==> src/rtl/spd_pkg.sv <==
// Package for the sensor packet deframer: opcodes, result status codes,
// header positions, register reset values and the structs shared by the modules.
// No dependencies.
`timescale 1ns / 1ps

package spd_pkg;

  localparam logic [15:0] SYNC_WORD_RST     = 16'hEF01;
  localparam logic [15:0] TIMEOUT_TICKS_RST = 16'd1000;

  typedef enum logic [0:0] {
    CFG_SYNC_WORD     = 1'b0,
    CFG_TIMEOUT_TICKS = 1'b1
  } cfg_index_t;

  typedef enum logic [1:0] {
    OP_BYTE = 2'd0,
    OP_TICK = 2'd1,
    OP_ARM  = 2'd2
  } op_t;

  typedef enum logic [1:0] {
    ST_PAYLOAD = 2'd0,
    ST_DONE    = 2'd1,
    ST_BAD     = 2'd2,
    ST_TIMEOUT = 2'd3
  } status_t;

  typedef enum logic [3:0] {
    POS_HUNT     = 4'd0,
    POS_START_LO = 4'd1,
    POS_ADDR0    = 4'd2,
    POS_ADDR1    = 4'd3,
    POS_ADDR2    = 4'd4,
    POS_ADDR3    = 4'd5,
    POS_KIND     = 4'd6,
    POS_LEN_HI   = 4'd7,
    POS_LEN_LO   = 4'd8,
    POS_BODY     = 4'd9
  } hdr_pos_t;

  typedef struct packed {
    logic [15:0] sync_word;
    logic [15:0] timeout_ticks;
  } spd_cfg_t;

  typedef struct packed {
    status_t     status;
    logic [7:0]  packet_kind;
    logic [31:0] device_address;
    logic [15:0] payload_length;
    logic [7:0]  payload_byte;
    logic [15:0] payload_index;
    logic        last;
  } spd_result_t;

endpackage

==> src/rtl/spd_cfg_regs.sv <==
// Configuration registers of the sensor packet deframer.
// Depends on spd_pkg for register indexes and reset values.
`timescale 1ns / 1ps

module spd_cfg_regs import spd_pkg::*; (
  input  logic        clk,
  input  logic        rst_n,
  input  logic        cfg_valid,
  input  logic [0:0]  cfg_addr,
  input  logic [15:0] cfg_data,
  output logic        cfg_ready,
  output spd_cfg_t    cfg
);

  logic [15:0] sync_word_r;
  logic [15:0] timeout_ticks_r;

  assign cfg_ready = 1'b1;

  always_ff @(posedge clk) begin
    if (!rst_n) begin
      sync_word_r     <= SYNC_WORD_RST;
      timeout_ticks_r <= TIMEOUT_TICKS_RST;
    end else if (cfg_valid) begin
      case (cfg_index_t'(cfg_addr))
        CFG_SYNC_WORD:     sync_word_r     <= cfg_data;
        CFG_TIMEOUT_TICKS: timeout_ticks_r <= cfg_data;
        default: ;
      endcase
    end
  end

  assign cfg.sync_word     = sync_word_r;
  assign cfg.timeout_ticks = timeout_ticks_r;

endmodule

==> src/rtl/spd_core.sv <==
// Reception state and header walk of the sensor packet deframer.
// Depends on spd_pkg; produces at most one result per accepted transaction.
`timescale 1ns / 1ps

module spd_core import spd_pkg::*; (
  input  logic        clk,
  input  logic        rst_n,
  input  logic        item_fire,
  input  logic [1:0]  opcode,
  input  logic [7:0]  rx_byte,
  input  spd_cfg_t    cfg,
  output logic        res_valid,
  output spd_result_t res
);

  logic        armed_r, armed_nxt;
  hdr_pos_t    pos_r, pos_nxt;
  logic [15:0] wait_r, wait_nxt;
  logic [31:0] addr_r, addr_nxt;
  logic [7:0]  kind_r, kind_nxt;
  logic [15:0] len_r, len_nxt;
  logic [15:0] body_r, body_nxt;

  logic [15:0] wait_inc;
  logic        tick_expired;
  logic [15:0] len_full;
  logic [16:0] body_inc;
  logic        body_end;
  op_t         op;

  assign op           = op_t'(opcode);
  assign wait_inc     = wait_r + 16'd1;
  assign tick_expired = wait_inc >= cfg.timeout_ticks;
  assign len_full     = {len_r[15:8], rx_byte};
  assign body_inc     = {1'b0, body_r} + 17'd1;
  assign body_end     = body_inc >= {1'b0, len_r};

  always_comb begin
    armed_nxt = armed_r;
    pos_nxt   = pos_r;
    wait_nxt  = wait_r;
    addr_nxt  = addr_r;
    kind_nxt  = kind_r;
    len_nxt   = len_r;
    body_nxt  = body_r;
    if (item_fire) begin
      if (op == OP_ARM) begin
        armed_nxt = 1'b1;
        pos_nxt   = POS_HUNT;
        wait_nxt  = '0;
        addr_nxt  = '0;
        kind_nxt  = '0;
        len_nxt   = '0;
        body_nxt  = '0;
      end else if (armed_r && op == OP_TICK) begin
        wait_nxt = wait_inc;
        if (tick_expired) begin
          armed_nxt = 1'b0;
        end
      end else if (armed_r && op == OP_BYTE) begin
        case (pos_r)
          POS_HUNT: begin
            if (rx_byte == cfg.sync_word[15:8]) begin
              pos_nxt = POS_START_LO;
            end
          end
          POS_START_LO: begin
            if (rx_byte != cfg.sync_word[7:0]) begin
              armed_nxt = 1'b0;
            end else begin
              pos_nxt = POS_ADDR0;
            end
          end
          POS_ADDR0, POS_ADDR1, POS_ADDR2, POS_ADDR3: begin
            addr_nxt = {addr_r[23:0], rx_byte};
            pos_nxt  = hdr_pos_t'(pos_r + 4'd1);
          end
          POS_KIND: begin
            kind_nxt = rx_byte;
            pos_nxt  = POS_LEN_HI;
          end
          POS_LEN_HI: begin
            len_nxt = {rx_byte, 8'd0};
            pos_nxt = POS_LEN_LO;
          end
          POS_LEN_LO: begin
            len_nxt = len_full;
            if (len_full == 16'd0) begin
              armed_nxt = 1'b0;
            end else begin
              pos_nxt  = POS_BODY;
              body_nxt = '0;
            end
          end
          default: begin
            if (body_end) begin
              armed_nxt = 1'b0;
            end else begin
              body_nxt = body_inc[15:0];
            end
          end
        endcase
      end
    end
  end

  always_comb begin
    res_valid          = 1'b0;
    res.status         = ST_PAYLOAD;
    res.packet_kind    = kind_nxt;
    res.device_address = addr_nxt;
    res.payload_length = len_nxt;
    res.payload_byte   = 8'd0;
    res.payload_index  = 16'd0;
    res.last           = 1'b0;
    if (item_fire && armed_r) begin
      case (op)
        OP_TICK: begin
          if (tick_expired) begin
            res_valid  = 1'b1;
            res.status = ST_TIMEOUT;
            res.last   = 1'b1;
          end
        end
        OP_BYTE: begin
          case (pos_r)
            POS_START_LO: begin
              if (rx_byte != cfg.sync_word[7:0]) begin
                res_valid  = 1'b1;
                res.status = ST_BAD;
                res.last   = 1'b1;
              end
            end
            POS_LEN_LO: begin
              if (len_full == 16'd0) begin
                res_valid  = 1'b1;
                res.status = ST_BAD;
                res.last   = 1'b1;
              end
            end
            POS_BODY: begin
              res_valid         = 1'b1;
              res.status        = body_end ? ST_DONE : ST_PAYLOAD;
              res.payload_byte  = rx_byte;
              res.payload_index = body_r;
              res.last          = body_end;
            end
            default: ;
          endcase
        end
        default: ;
      endcase
    end
  end

  always_ff @(posedge clk) begin
    if (!rst_n) begin
      armed_r <= 1'b0;
      pos_r   <= POS_HUNT;
      wait_r  <= '0;
      addr_r  <= '0;
      kind_r  <= '0;
      len_r   <= '0;
      body_r  <= '0;
    end else begin
      armed_r <= armed_nxt;
      pos_r   <= pos_nxt;
      wait_r  <= wait_nxt;
      addr_r  <= addr_nxt;
      kind_r  <= kind_nxt;
      len_r   <= len_nxt;
      body_r  <= body_nxt;
    end
  end

endmodule

==> src/rtl/spd_out_reg.sv <==
// Result register of the sensor packet deframer; holds one result until taken.
// Depends on spd_pkg for the result struct.
`timescale 1ns / 1ps

module spd_out_reg import spd_pkg::*; (
  input  logic        clk,
  input  logic        rst_n,
  input  logic        res_valid,
  input  spd_result_t res,
  output logic        can_load,
  output logic        out_valid,
  input  logic        out_ready,
  output spd_result_t out_res
);

  logic        valid_r, valid_nxt;
  spd_result_t data_r;

  assign can_load  = !valid_r || out_ready;
  assign valid_nxt = res_valid || (valid_r && !out_ready);

  always_ff @(posedge clk) begin
    if (!rst_n) begin
      valid_r <= 1'b0;
    end else begin
      valid_r <= valid_nxt;
    end
  end

  always_ff @(posedge clk) begin
    if (res_valid) begin
      data_r <= res;
    end
  end

  assign out_valid = valid_r;
  assign out_res   = data_r;

endmodule

==> src/rtl/sensor_packet_deframer.sv <==
// Sensor packet deframer: takes one received byte, tick or arm transaction per
// clock while in_tready is high and gives each result in the next cycle from a
// single result register. in_tready is high whenever that register is empty or
// being drained in the same cycle, so the block sustains one transaction per
// cycle; output back-pressure reaches the input combinationally through it.
// Depends on spd_pkg, spd_cfg_regs, spd_core and spd_out_reg.
`timescale 1ns / 1ps

module sensor_packet_deframer import spd_pkg::*; (
  input  logic        clk,
  input  logic        rst_n,
  input  logic        in_tvalid,
  output logic        in_tready,
  input  logic [7:0]  in_tdata,   // rx_byte[7:0]
  input  logic [1:0]  in_tuser,   // opcode[1:0]
  output logic        out_tvalid,
  input  logic        out_tready,
  // packet_kind[7:0], device_address[39:8], payload_length[55:40],
  // payload_byte[63:56], payload_index[79:64]
  output logic [79:0] out_tdata,
  output logic [1:0]  out_tuser,  // status[1:0]
  output logic        out_tlast,
  input  logic        cfg_valid,
  output logic        cfg_ready,
  input  logic [0:0]  cfg_addr,
  input  logic [15:0] cfg_data
);

  spd_cfg_t    cfg;
  spd_result_t res;
  spd_result_t out_res;
  logic        res_valid;
  logic        can_load;
  logic        in_fire;

  assign in_tready = can_load;
  assign in_fire   = in_tvalid && in_tready;

  spd_cfg_regs u_cfg (
    .clk       (clk),
    .rst_n     (rst_n),
    .cfg_valid (cfg_valid),
    .cfg_addr  (cfg_addr),
    .cfg_data  (cfg_data),
    .cfg_ready (cfg_ready),
    .cfg       (cfg)
  );

  spd_core u_core (
    .clk       (clk),
    .rst_n     (rst_n),
    .item_fire (in_fire),
    .opcode    (in_tuser),
    .rx_byte   (in_tdata),
    .cfg       (cfg),
    .res_valid (res_valid),
    .res       (res)
  );

  spd_out_reg u_out (
    .clk       (clk),
    .rst_n     (rst_n),
    .res_valid (res_valid),
    .res       (res),
    .can_load  (can_load),
    .out_valid (out_tvalid),
    .out_ready (out_tready),
    .out_res   (out_res)
  );

  assign out_tdata = {out_res.payload_index, out_res.payload_byte, out_res.payload_length,
                      out_res.device_address, out_res.packet_kind};
  assign out_tuser = out_res.status;
  assign out_tlast = out_res.last;

  a_end_status_last: assert property (@(posedge clk) disable iff (!rst_n)
    out_tvalid && (out_tuser == ST_TIMEOUT || out_tuser == ST_BAD || out_tuser == ST_DONE)
    |-> out_tlast)
    else $error("Ending status without tlast.");

  a_payload_not_last: assert property (@(posedge clk) disable iff (!rst_n)
    out_tvalid && out_tuser == ST_PAYLOAD |-> !out_tlast)
    else $error("Payload status with tlast.");

  a_error_zero_body: assert property (@(posedge clk) disable iff (!rst_n)
    out_tvalid && (out_tuser == ST_TIMEOUT || out_tuser == ST_BAD)
    |-> out_tdata[79:56] == 24'd0)
    else $error("Error result carries a body byte or index.");

  a_arm_no_result: assert property (@(posedge clk) disable iff (!rst_n)
    in_tvalid && in_tready && in_tuser == OP_ARM
    |=> out_tvalid == $past(out_tvalid && !out_tready))
    else $error("Arm transaction produced a result.");

endmodule
==> config.mk <==
export PLATFORM = sky130hd
export DESIGN_NAME = sensor_packet_deframer
export DESIGN_NICKNAME = d
export VERILOG_FILES = /design/src/rtl/spd_pkg.sv /design/src/rtl/spd_cfg_regs.sv /design/src/rtl/spd_core.sv /design/src/rtl/spd_out_reg.sv /design/src/rtl/sensor_packet_deframer.sv
export SDC_FILE = /design/constraint.sdc
export NUM_CORES = 1
export LEC_CHECK = 0
export BUFFER_PORTS_ARGS = -buffer_cell sky130_fd_sc_hd__buf_2
export CAP_MARGIN = 20
export CORE_AREA = 2 2 158 160
export DETAILED_ROUTE_END_ITERATION = 7
export DIE_AREA = 0 0 160 162
export GPL_TIMING_DRIVEN = 0
export PLACE_DENSITY_LB_ADDON = 0.2
export SLEW_MARGIN = 20
export SYNTH_ARGS = -nofsm -noshare
export SYNTH_HDL_FRONTEND = slang
export SYNTH_SLANG_ARGS = --single-unit
==> constraint.sdc <==
create_clock -name clk -period 14.7 [get_ports clk]
set_clock_uncertainty 0.1 [all_clocks]
set_input_delay 1.47 -clock clk [delete_from_list [all_inputs] [get_ports clk]]
set_output_delay 1.47 -clock clk [all_outputs]
set_load 0.005 [all_outputs]
Word level (Yosys, flattened, before mapping)
Index checks and enable logic that the tools add are counted.

Logic and storage cells: 125. Memories: 0. Input bits: 32. Register bits after elaboration: 209. Output and inout bits: 86. Latch bits: 0. Memory bits (read-only): 0. RAM bits: 0.

Multipliers: 0. Mux-type cells: 52. Order comparisons: 2. Reduce and logical (&&, ||, !) cells: 27. Add/subtract/negate cells: 3. Shifts and indexed selects: 0. Equality and inequality tests: 23. Div/mod/pow operators: 0. Bitwise logic cells: 1.

Operators with widths (number): 2-to-1 mux 16 bit (11); 2-to-1 mux 32 bit (5); case mux 16 bit (2 select lines) (2); 2-to-1 mux 8 bit (5); 2-to-1 mux 4 bit (6); case mux 4 bit (6 select lines) (1); adder 16 x 1 -> 17 bit, second input constant (1); greater-or-equal comparator 17 x 16 -> 1 bit (1); adder 16 x 1 -> 16 bit, second input constant (1); == test 4 x 3 -> 1 bit, second input constant (4); greater-or-equal comparator 16 bit (1); zero test 16 bit (1); AND reduction 7 bit (2); 2-to-1 mux 1 bit (12); != test 3 x 1 -> 1 bit, second input constant (3); case mux 1 bit (3 select lines) (3); == test 4 x 2 -> 1 bit, second input constant (2); == test 4 bit, second input constant (2); == test 8 bit (1); != test 4 x 1 -> 1 bit, second input constant (2); != test 8 bit (1); OR reduction 8 bit (1); nonzero test 7 bit (1); OR reduction 7 bit (1); other kinds (24) (38).

Longest topological paths before layout
Gate-level depths: netlist (run 1).

Depth in word-level cells: 7. Gate-level depth with buffers: 15. Gate-level depth less buffers: 14.

Modules after synthesis
From an unflattened synthesis (run 1), not the netlist that was laid out.

Cell total of the unflattened synthesis: 1013. Area total of the unflattened synthesis: 9975.8 sq um.

By module, submodules not included: spd_core (times used 1, sequential area each 1861.8 sq um, area an instance 6108.4 sq um, cells an instance 784); spd_out_reg (times used 1, sequential area each 2512.4 sq um, area an instance 2541.2 sq um, cells an instance 87); spd_cfg_regs (times used 1, sequential area each 640.6 sq um, area an instance 1320.0 sq um, cells an instance 141); sensor_packet_deframer (times used 1, sequential area each 0.0 sq um, area an instance 6.3 sq um, cells an instance 1).

Worst setup path after synthesis (run 1)
No wires, ideal clock.

Path kind: input-to-reg. Start point: input port in_tuser[1]. End point: register u_out.data_r, in the netlist u_out.out_res[0], enable pin. Setup slack: 9.898 ns. Arrival: 4.258 ns. Library setup time: 0.444 ns. Data required time: 14.156 ns. Cell stages on the path: 6. Path buffers: 1. Cell sequence: clkbuf_1 > nor2b_1 > nand2_1 > nor2_1 > nand2_1 > nand2_1.

Word-level cells in the longest chain between the ends: 3. Elaborated cells between the ends (all ways): 4. Classes of those cells: eq/ne (1); mux (2); reduce/logical (1).

Ends and longest elaborated chain: start: declaration (RTL line sensor_packet_deframer.sv:15) `input logic [1:0] in_tuser,`; == test 2 x 1 -> 1 bit or zero test 2 bit (tied branches) (RTL line spd_core.sv:117) `case (op)`; case mux 1 bit (2 select lines) * (RTL line spd_core.sv:117); 2-to-1 mux 1 bit * (RTL line spd_core.sv:116) `if (item_fire && armed_r) begin`; via res_valid (RTL line sensor_packet_deframer.sv:32) `logic res_valid;`; end signal: assignment (RTL line spd_out_reg.sv:32) `data_r <= res;`; end: declaration (RTL line spd_out_reg.sv:17) `spd_result_t data_r;`.

Mark *: on every way through the listed nets, which the timed path passes. The rest lies on a longest branch. A chain may end at the register's enable or synchronous reset.

Worst setup path after layout (run 1)
Start point: register u_core.body_r[0]. End point: register u_core.body_r[5].

Word-level cells in the longest chain between the ends: 6. Elaborated cells between the ends (all ways): 9. Classes of those cells: add/sub (1); order compare (1); eq/ne (1); mux (5); reduce/logical (1).

Ends and longest elaborated chain: start: declaration (RTL line spd_core.sv:22) `logic [15:0] body_r, body_nxt;`; start signal: assignment (RTL line spd_core.sv:172) `body_r <= body_nxt;`; adder 16 x 1 -> 17 bit * (RTL line spd_core.sv:35) `assign body_inc = {1'b0, body_r} + 17'd1;`; branches (longest 5 deep; another with greater-or-equal comparator 17 x 16 -> 1 bit).

Every way passes the cells marked *. The select of a mux whose other input is x is not followed.

==> results of run 1 <==
==> metal layers <==
layer | vias to the layer above | routed length (um)
met2 | 195 | 10800
met3 | 51 | 1180
met4 | 0 | 656
li1 | 3622 | -
met5 | - | 0
met1 | 3367 | 11100
==> cells by family (layout without fill, tap and decap cells) <==
| kind of cell | after synthesis | count (layout) |
|---|---|---|
| AOI/OAI and AO/OA | 154 | 154 |
| xor gates and xnor gates | 44 | 44 |
| muxes | 42 | 42 |
| other | 1 | 1 |
| adders and majority gates | 38 | 38 |
| and+or+nand+nor | 379 | 379 |
| buffers and inverters | 92 | 239 |
| DFF | 209 | 209 |
==> final cells by class <==
cell class,count,share of cell area [%]
Buffer,55,2.08
Clock buffer,32,5.69
Clock inverter,9,0.857
Inverter,37,1.24
Multi-Input combinational cell,658,37.0
Sequential cell,209,44.6
Tap cell,324,3.61
Timing Repair Buffer,106,4.92
==> worst max-delay path, cell delays in order (launching register included) <==
cell and delay, ns:
dfxtp_1 0.45, ha_1 0.29, nand3_1 0.21, nor2_1 0.24, and4_1 0.21, clkbuf_1 0.20, nand3_1 0.12, xnor2_1 0.29
ha_1 0.32, nand4_1 0.11, nor4_1 0.07, a221oi_1 0.32, o311a_2 0.36, nand2_2 0.11, a31oi_2 0.58, o21ai_0 0.17
==> state kept, by name (all words and copies together), names as in the netlist <==
signal                 flops
u_cfg.sync_word_r         16
u_cfg.timeout_ticks_r     16
u_core.addr_r             32
u_core.armed_r             1
u_core.body_r             16
u_core.kind_r              8
u_core.len_r              16
u_core.pos_r               4
u_core.wait_r             16
u_out.out_res             83
u_out.out_valid            1
==> power by group through the flow <==
stage / Clock (mW) / Combinational, mW / Sequential (mW)
after floorplan: 0 / 0.0304 / 0.618
after global placement: 0 / 0.0476 / 0.618
after detailed placement: 0 / 0.0477 / 0.619
after CTS: 0.584 / 0.0479 / 0.606
after global routing: 0.605 / 0.0535 / 0.606
final: 0.570 / 0.0478 / 0.606
==> worst min path at each step <==
| stage | to | slack [ns] | cells past startpoint |
|---|---|---|---|
| floorplan | u_cfg.timeout_ticks_r[10]$_SDFFE_PN0P_ | 0.34 | 2 |
| global placement | u_cfg.timeout_ticks_r[4]$_SDFFE_PN0P_ | 0.34 | 2 |
| detailed placement | u_cfg.timeout_ticks_r[13]$_SDFFE_PN0P_ | 0.35 | 2 |
| CTS | u_cfg.timeout_ticks_r[13]$_SDFFE_PN0P_ | 0.36 | 2 |
| global route | u_cfg.timeout_ticks_r[13]$_SDFFE_PN0P_ | 0.37 | 2 |
| finish | u_cfg.timeout_ticks_r[13]$_SDFFE_PN0P_ | 0.36 | 2 |
==> cell usage in the layout (no fill, tap or decap), drive strengths merged, types with 13 or more instances in the layout <==
cell type  count
ha            38
xor2          22
and2          44
nor2         125
a21oi         45
inv           37
o21ai         28
a22o          16
mux2i         41
nand4         16
dfxtp        126
xnor2         22
edfxtp        83
clkbuf        67
buf          126
nand3         28
nor4          13
nand2        104
==> metrics.md, run 1 <==
| Metric | Value |
|---|---|
| Largest net degree at the start of global routing | 47 |
| R2R Setup Slk | 10.41 ns |
| Crit end category | flop |
| Xor and xnor area share after synthesis | 4.04% |
| Clk buf depth | 3 |
| Initial Util | 39.6% |
| CTS tree | done |
| TritonCTS Sinks | 209 |
| First-pass GRT wire length | 37900 um |
| Worst Reg-to-Reg Cells | 15 |
| MaxCap Viol Count | 0 |
| Post-synthesis adder-cell area fraction | 4.99% |
| Initial antenna violation count | 0 |
| Grt met1 use | 24.8% |
| Psw | 0.268 mW |
| Multiplexer area fraction after synthesis | 4.42% |
| Total number of vias | 7235 |
| Register area share after synthesis | 52.6% |
| Post-synth top area cell | dfxtp_1 |
| Placed Instances | 1389 |
| Die Ht | 162 um |
| Seq pwr share | 49.5% |
| Tmin final | 4.29 ns |
| Reg clk slew, reported paths | 0.06 ns |
| Setup WS pre-CTS | 10.27 ns |
| Wire per inst | 16.6 um |
| Ys flop type | dfxtp_1 |
| CP Data Arrival Time | 4.55 ns |
| Reg2reg start | u_core.body_r[0]$_SDFFE_PN0P_ |
| Placed cell area | 0.0105 mm2 |
| Critical Path End | u_core.body_r[5]$_SDFFE_PN0P_ |
| Total Power | 1.22 mW |
| Total gr overflow | 0 |
| Final WL | 23700 um |
| P&R area growth vs syn | 17.8% |
| Reg-to-Reg End | u_core.body_r[5]$_SDFFE_PN0P_ |
| Final Cycle Share | 29.2% |
| Leak | 4.90 nW |
| H-tree levels | 1 |
| EDFF count, synth | 83 |
| Most frequent cells after synthesis | dfxtp_1 (126), nor2_1 (125), nand2_1 (102) |
| HPWL Detailed | 17100 um |
| Type of the worst setup path | flop to flop |
| GRT Max-Usage Layer | met2 |
| Area taken by multi-input logic gates | 0.00416 mm2 |
| Post-Synth Simple-Gate Area | 19.0% |
| Final std cells w/o fill | 1430 |
| # port buffers | 105 |
| Post-cts sizing count | 0 |
| Post-synthesis compound-gate area fraction | 11.0% |
| RD Place Congestion | 0.859 |
| Cell row count | 57 |
| Routed Antenna Nets | 0 |
| Max Clk Rate | 233 MHz |
| Unrepaired setup endpoints after global routing | false |
| Final Hold Fails | 0 |
| CTS Root Cell | clkbuf_16 |
| Setup TNS Final | 0 ns |
| Yosys cell types | 64 |
| Syn_nets | 1029 |
| Drt drc | 0 |
| Design area | 0.0112 mm2 |
| # fillers | 2418 |
| Number of top-level pins | 118 |
| Core Area | 0.0241 mm2 |
| Slew @ Worst Pin | 0.704 ns |
| Main combinational cell family by area after synthesis | simple AND/OR/NAND/NOR gates |
| Cells after Synth | 959 |
| Hold_sp | u_cfg.timeout_ticks_r[13]$_SDFFE_PN0P_ |
| Hold Worst Slack | 0.355 ns |
| Register bit total from synthesis | 209 |
| Final max-slew violation count | 0 |
| TritonRoute pass-1 iters | 5 |
| DR iter-0 viols | 402 |
| Int Pwr | 0.955 mW |
| Class of the worst hold path | flop to flop |
| Cell with the most instances after synthesis | dfxtp_1 |
| Crit Path Max Fanout | 10 |
| Startpoint Class | flop |
| Post-CTS Hold Buffers | 0 |
| # diodes | 0 |
| Vias per cell | 5.06 |
| Yosys warnings | 0 |
| Critical Path RT | 14.97 ns |
| Pwr dens | 109 mW/mm2 |
| GRT met3 Usage | 2.53% |
| Layout cells sized above 1 | 16.2% |
| Register area | 0.00501 mm2 |
| Switching fraction of total power | 21.9% |
| Setup WS post-layout | 10.41 ns |
| Share of flip-flops with an asynchronous set or reset | 0% |
| Final setup violation count | 0 |
| Slew HR | 52.7% |
| Logic pwr share | 3.9% |
| Post-Syn Area | 0.00954 mm2 |
| Crit path from | u_core.body_r[0]$_SDFFE_PN0P_ |
| Share of the synthesized area in the top cell type | 26.5% |
| Tot GR Track Use | 18.2% |
| Syn Area/Cell | 9.94 um2 |
| Status | completed |
| IR drop worst, VDD | 0.0000796 V |
| CTS Buf Count | 23 |
| Final net count | 1160 |
| Power share of the clock group | 46.6% |
| Final core occ | 46.6% |
| Die width | 160 um |
| Grt met2 use | 30.3% |
| Largest cells by area after synthesis | dfxtp_1 (26%), edfxtp_1 (26%), ha_1 (5.0%) |
| Clock Latency Late Sink | 0.51 ns |
| Die Area | 0.0259 mm2 |
| Vias in the first global route | 7129 |
| Postcts setup bufs | 0 |
Note: power is estimated with default switching activity, not from simulation.
==> inputs of run 2 (changes only) <==
==> constraint.sdc (replaced) <==
create_clock -name clk -period 3.85 [get_ports clk]
set_clock_uncertainty 0.1 [all_clocks]
set_input_delay 0.385 -clock clk [delete_from_list [all_inputs] [get_ports clk]]
set_output_delay 0.385 -clock clk [all_outputs]
set_load 0.005 [all_outputs]
==> metrics.md, run 2 (synthesis results as in run 1) <==
| Metric | Value |
|---|---|
| Drt drc | 0 (unchanged) |
| Final Cycle Share | 94.2% (was 29.2%) |
| Final max-slew violation count | 0 (unchanged) |
| H-tree levels | 1 (unchanged) |
| Total Power | 4.79 mW (was 1.22 mW) |
| Type of the worst setup path | flop to flop (unchanged) |
| Initial antenna violation count | 0 (unchanged) |
| CTS Root Cell | clkbuf_16 (unchanged) |
| # port buffers | 105 (unchanged) |
| Unrepaired setup endpoints after global routing | true (was false) |
| Slew HR | 40.9% (was 52.7%) |
| Logic pwr share | 3.8% (was 3.9%) |
| Die Ht | 162 um (unchanged) |
| P&R area growth vs syn | 20.6% (was 17.8%) |
| Highest routing layer actually used | met4 (unchanged) |
| Switching fraction of total power | 21.5% (was 21.9%) |
| TritonCTS Sinks | 209 (unchanged) |
| First-pass GRT wire length | 39000 um (was 37900 um) |
| RD Place Congestion | 0.858 (was 0.859) |
| # diodes | 0 (unchanged) |
| IR drop worst, VDD | 0.000227 V (was 0.0000796 V) |
| Initial Util | 39.6% (unchanged) |
| Wire per inst | 17.3 um (was 16.6 um) |
| Hold endpoint | u_cfg.sync_word_r[0]$_SDFFE_PN1P_ (was u_cfg.timeout_ticks_r[13]$_SDFFE_PN0P_) |
| Largest register FFs | 83 (unchanged) |
| Core Area | 0.0241 mm2 (unchanged) |
| Layout cells sized above 1 | 18.8% (was 16.2%) |
| Hold path depth | 3 (was 2) |
| Total number of vias | 7310 (was 7235) |
| Int Pwr | 3.76 mW (was 0.955 mW) |
| Crit Path Max Fanout | 6 (was 10) |
| Total gr overflow | 0 (unchanged) |
| Final setup violation count | 0 (unchanged) |
| Psw | 1.03 mW (was 0.268 mW) |
| Seq pwr share | 48.3% (was 49.5%) |
| Pwr dens | 417 mW/mm2 (was 109 mW/mm2) |
| Most common cell after layout, fill and taps aside | dfxtp_1 (unchanged) |
| Startpoint Class | flop (unchanged) |
| Final Hold Fails | 0 (unchanged) |
| Tot GR Track Use | 19.0% (was 18.2%) |
| Leak | 5.03 nW (was 4.90 nW) |
| Status | completed (unchanged) |
| Tmin final | 3.63 ns (was 4.29 ns) |
| Most frequent cells in the layout | dfxtp_1 (123), nor2_1 (122), buf_2 (120), nand2_1 (101), edfxtp_1 (83) (was dfxtp_1 (126), nor2_1 (125), buf_2 (120), nand2_1 (101), edfxtp_1 (83)) |
| Slew @ Worst Pin | 0.879 ns (was 0.704 ns) |
| Routed Antenna Nets | 0 (unchanged) |
| TritonRoute pass-1 iters | 4 (was 5) |
| DR iter-0 viols | 400 (was 402) |
| Clk buf depth | 3 (unchanged) |
| MaxCap Viol Count | 0 (unchanged) |
| Critical Path RT | 4.19 ns (was 14.97 ns) |
| Routed length on met3 | 1390 um (was 1180 um) |
| Reg clk slew, reported paths | 0.06 ns (about the same) |
| Die width | 160 um (unchanged) |
| Number of top-level pins | 118 (unchanged) |
| Max Clk Rate | 276 MHz (was 233 MHz) |
| Final WL | 24900 um (was 23700 um) |
| Clock Latency Late Sink | 0.51 ns (about the same) |
| Metal-1 WL | 11200 um (was 11100 um) |
| Reg2reg start | u_core.body_r[0]$_SDFFE_PN0P_ (unchanged) |
| Hold_sp | cfg_data[0] (was u_cfg.timeout_ticks_r[13]$_SDFFE_PN0P_) |
| Vias in the first global route | 7107 (was 7129) |
| Met2 WL post-DR | 11800 um (was 10800 um) |
| Cell row count | 57 (unchanged) |
| Power share of the clock group | 47.9% (was 46.6%) |
| Die Area | 0.0259 mm2 (unchanged) |
| HPWL Detailed | 16900 um (was 17100 um) |
| Worst Reg-to-Reg Cells | 14 (was 15) |
| R2R Setup Slk | 0.22 ns (was 10.41 ns) |
| Vias per cell | 5.07 (was 5.06) |
| Reg-to-Reg End | u_core.armed_r$_SDFFE_PN0P_ (was u_core.body_r[5]$_SDFFE_PN0P_) |
| CTS tree | done (unchanged) |
| CP Data Arrival Time | 3.97 ns (was 4.55 ns) |
| Final net count | 1169 (was 1160) |
| CTS Buf Count | 24 (was 23) |
| Crit end category | flop (unchanged) |
| # fillers | 2354 (was 2418) |
| Class of the worst hold path | primary input to flop (was flop to flop) |
| Setup TNS Final | 0 ns (unchanged) |
| Largest net degree at the start of global routing | 43 (was 47) |
[run 2: cell types whose count changed in the layout (fill, tap and decap cells not counted), moves of 3 or more]
| cell | delta |
|---|---|
| clkbuf_1 | -4 |
| buf_4 | +4 |
| nor2_1 | -3 |
| nand3_2 | +3 |
| nand2_4 | +3 |
| nand3_1 | -3 |
| dfxtp_2 | +3 |
| dfxtp_1 | -3 |
[run 2: final cells by class]
class | count | area [um2] | area share [%]
Clock buffer | 30 | 654 | 5.69
Clock inverter | 14 | 148 | 1.28
Buffer | 53 | 226 | 1.97
Sequential cell | 209 | 5020 | 43.6
Timing Repair Buffer | 110 | 576 | 5.01
Inverter | 37 | 139 | 1.21
Tap cell | 324 | 405 | 3.53
Multi-Input combinational cell | 664 | 4330 | 37.7
[run 2: layer usage]
layer,GRT usage [%],up-vias
met5,0,-
met4,5.77,0
met3,3.19,34
met2,31.4,175
met1,25.6,3466
li1,-,3635
[run 2: per-stage QoR]
| step | util (%) | cell area [um2] | instances | worst slack [ns] | hold WS (ns) |
|---|---|---|---|---|---|
| floorplan | - | 9540 | 959 | 0.378 | 0.336 |
| global placement | 43.4 | 10500 | 1388 | -0.371 | 0.343 |
| detailed placement | 43.4 | 10500 | 1388 | -0.404 | 0.348 |
| CTS | 47.4 | 11400 | 1440 | 0.0351 | 0.00144 |
| global route | 47.7 | 11500 | 1441 | -0.0299 | 0.0255 |
| finish | 47.7 | 11500 | 1441 | 0.223 | 0.0183 |
[run 2: worst max-delay path, stage by stage (launching register included)]
cell	delay, ns
dfxtp_2	0.41
ha_4	0.19
nand3_2	0.16
nor2_4	0.14
and4_2	0.30
nand3_1	0.15
xnor2_2	0.18
ha_1	0.29
nand3_1	0.13
nor4_1	0.09
a221oi_2	0.34
o311a_4	0.29
nand2_2	0.10
or4b_1	0.54
a31oi_1	0.14
[run 2: how the worst max path moves through the flow]
stage / depth (start not counted) / slack, ns / start / end
6_report: 14 / 0.22 / u_core.body_r[0]$_SDFFE_PN0P_ / u_core.armed_r$_SDFFE_PN0P_
5_1_grt: 14 / -0.03 / u_core.body_r[0]$_SDFFE_PN0P_ / u_core.armed_r$_SDFFE_PN0P_
4_1_cts: 15 / 0.04 / u_core.body_r[2]$_SDFFE_PN0P_ / u_core.armed_r$_SDFFE_PN0P_
3_5_place_dp: 12 / -0.40 / u_core.wait_r[0]$_SDFFE_PN0P_ / u_out.out_res[57]$_DFFE_PP_
3_3_place_gp: 13 / -0.37 / u_core.wait_r[0]$_SDFFE_PN0P_ / u_out.out_res[57]$_DFFE_PP_
2_1_floorplan: 13 / 0.38 / u_core.wait_r[0]$_SDFFE_PN0P_ / u_out.out_res[0]$_SDFFCE_PN0P_
[run 2: power by group through the flow]
stage / registers (mW) / logic [mW] / clock network [mW]
floorplan: 2.36 / 0.116 / 0
global placement: 2.36 / 0.182 / 0
detailed placement: 2.36 / 0.181 / 0
CTS: 2.31 / 0.183 / 2.35
global route: 2.32 / 0.203 / 2.43
finish: 2.31 / 0.182 / 2.30
[run 2: timing repair]
action / 4_1_cts / 5_1_grt
gates cloned: 5 / 1
pin swaps: 4 / 1
endpoints found under the hold margin: 0 / 0
hold buffers: 0 / 0
gates resized for setup: 15 / 14
buffers inserted: 3 / 2
endpoints found under the setup margin: 100 / 100
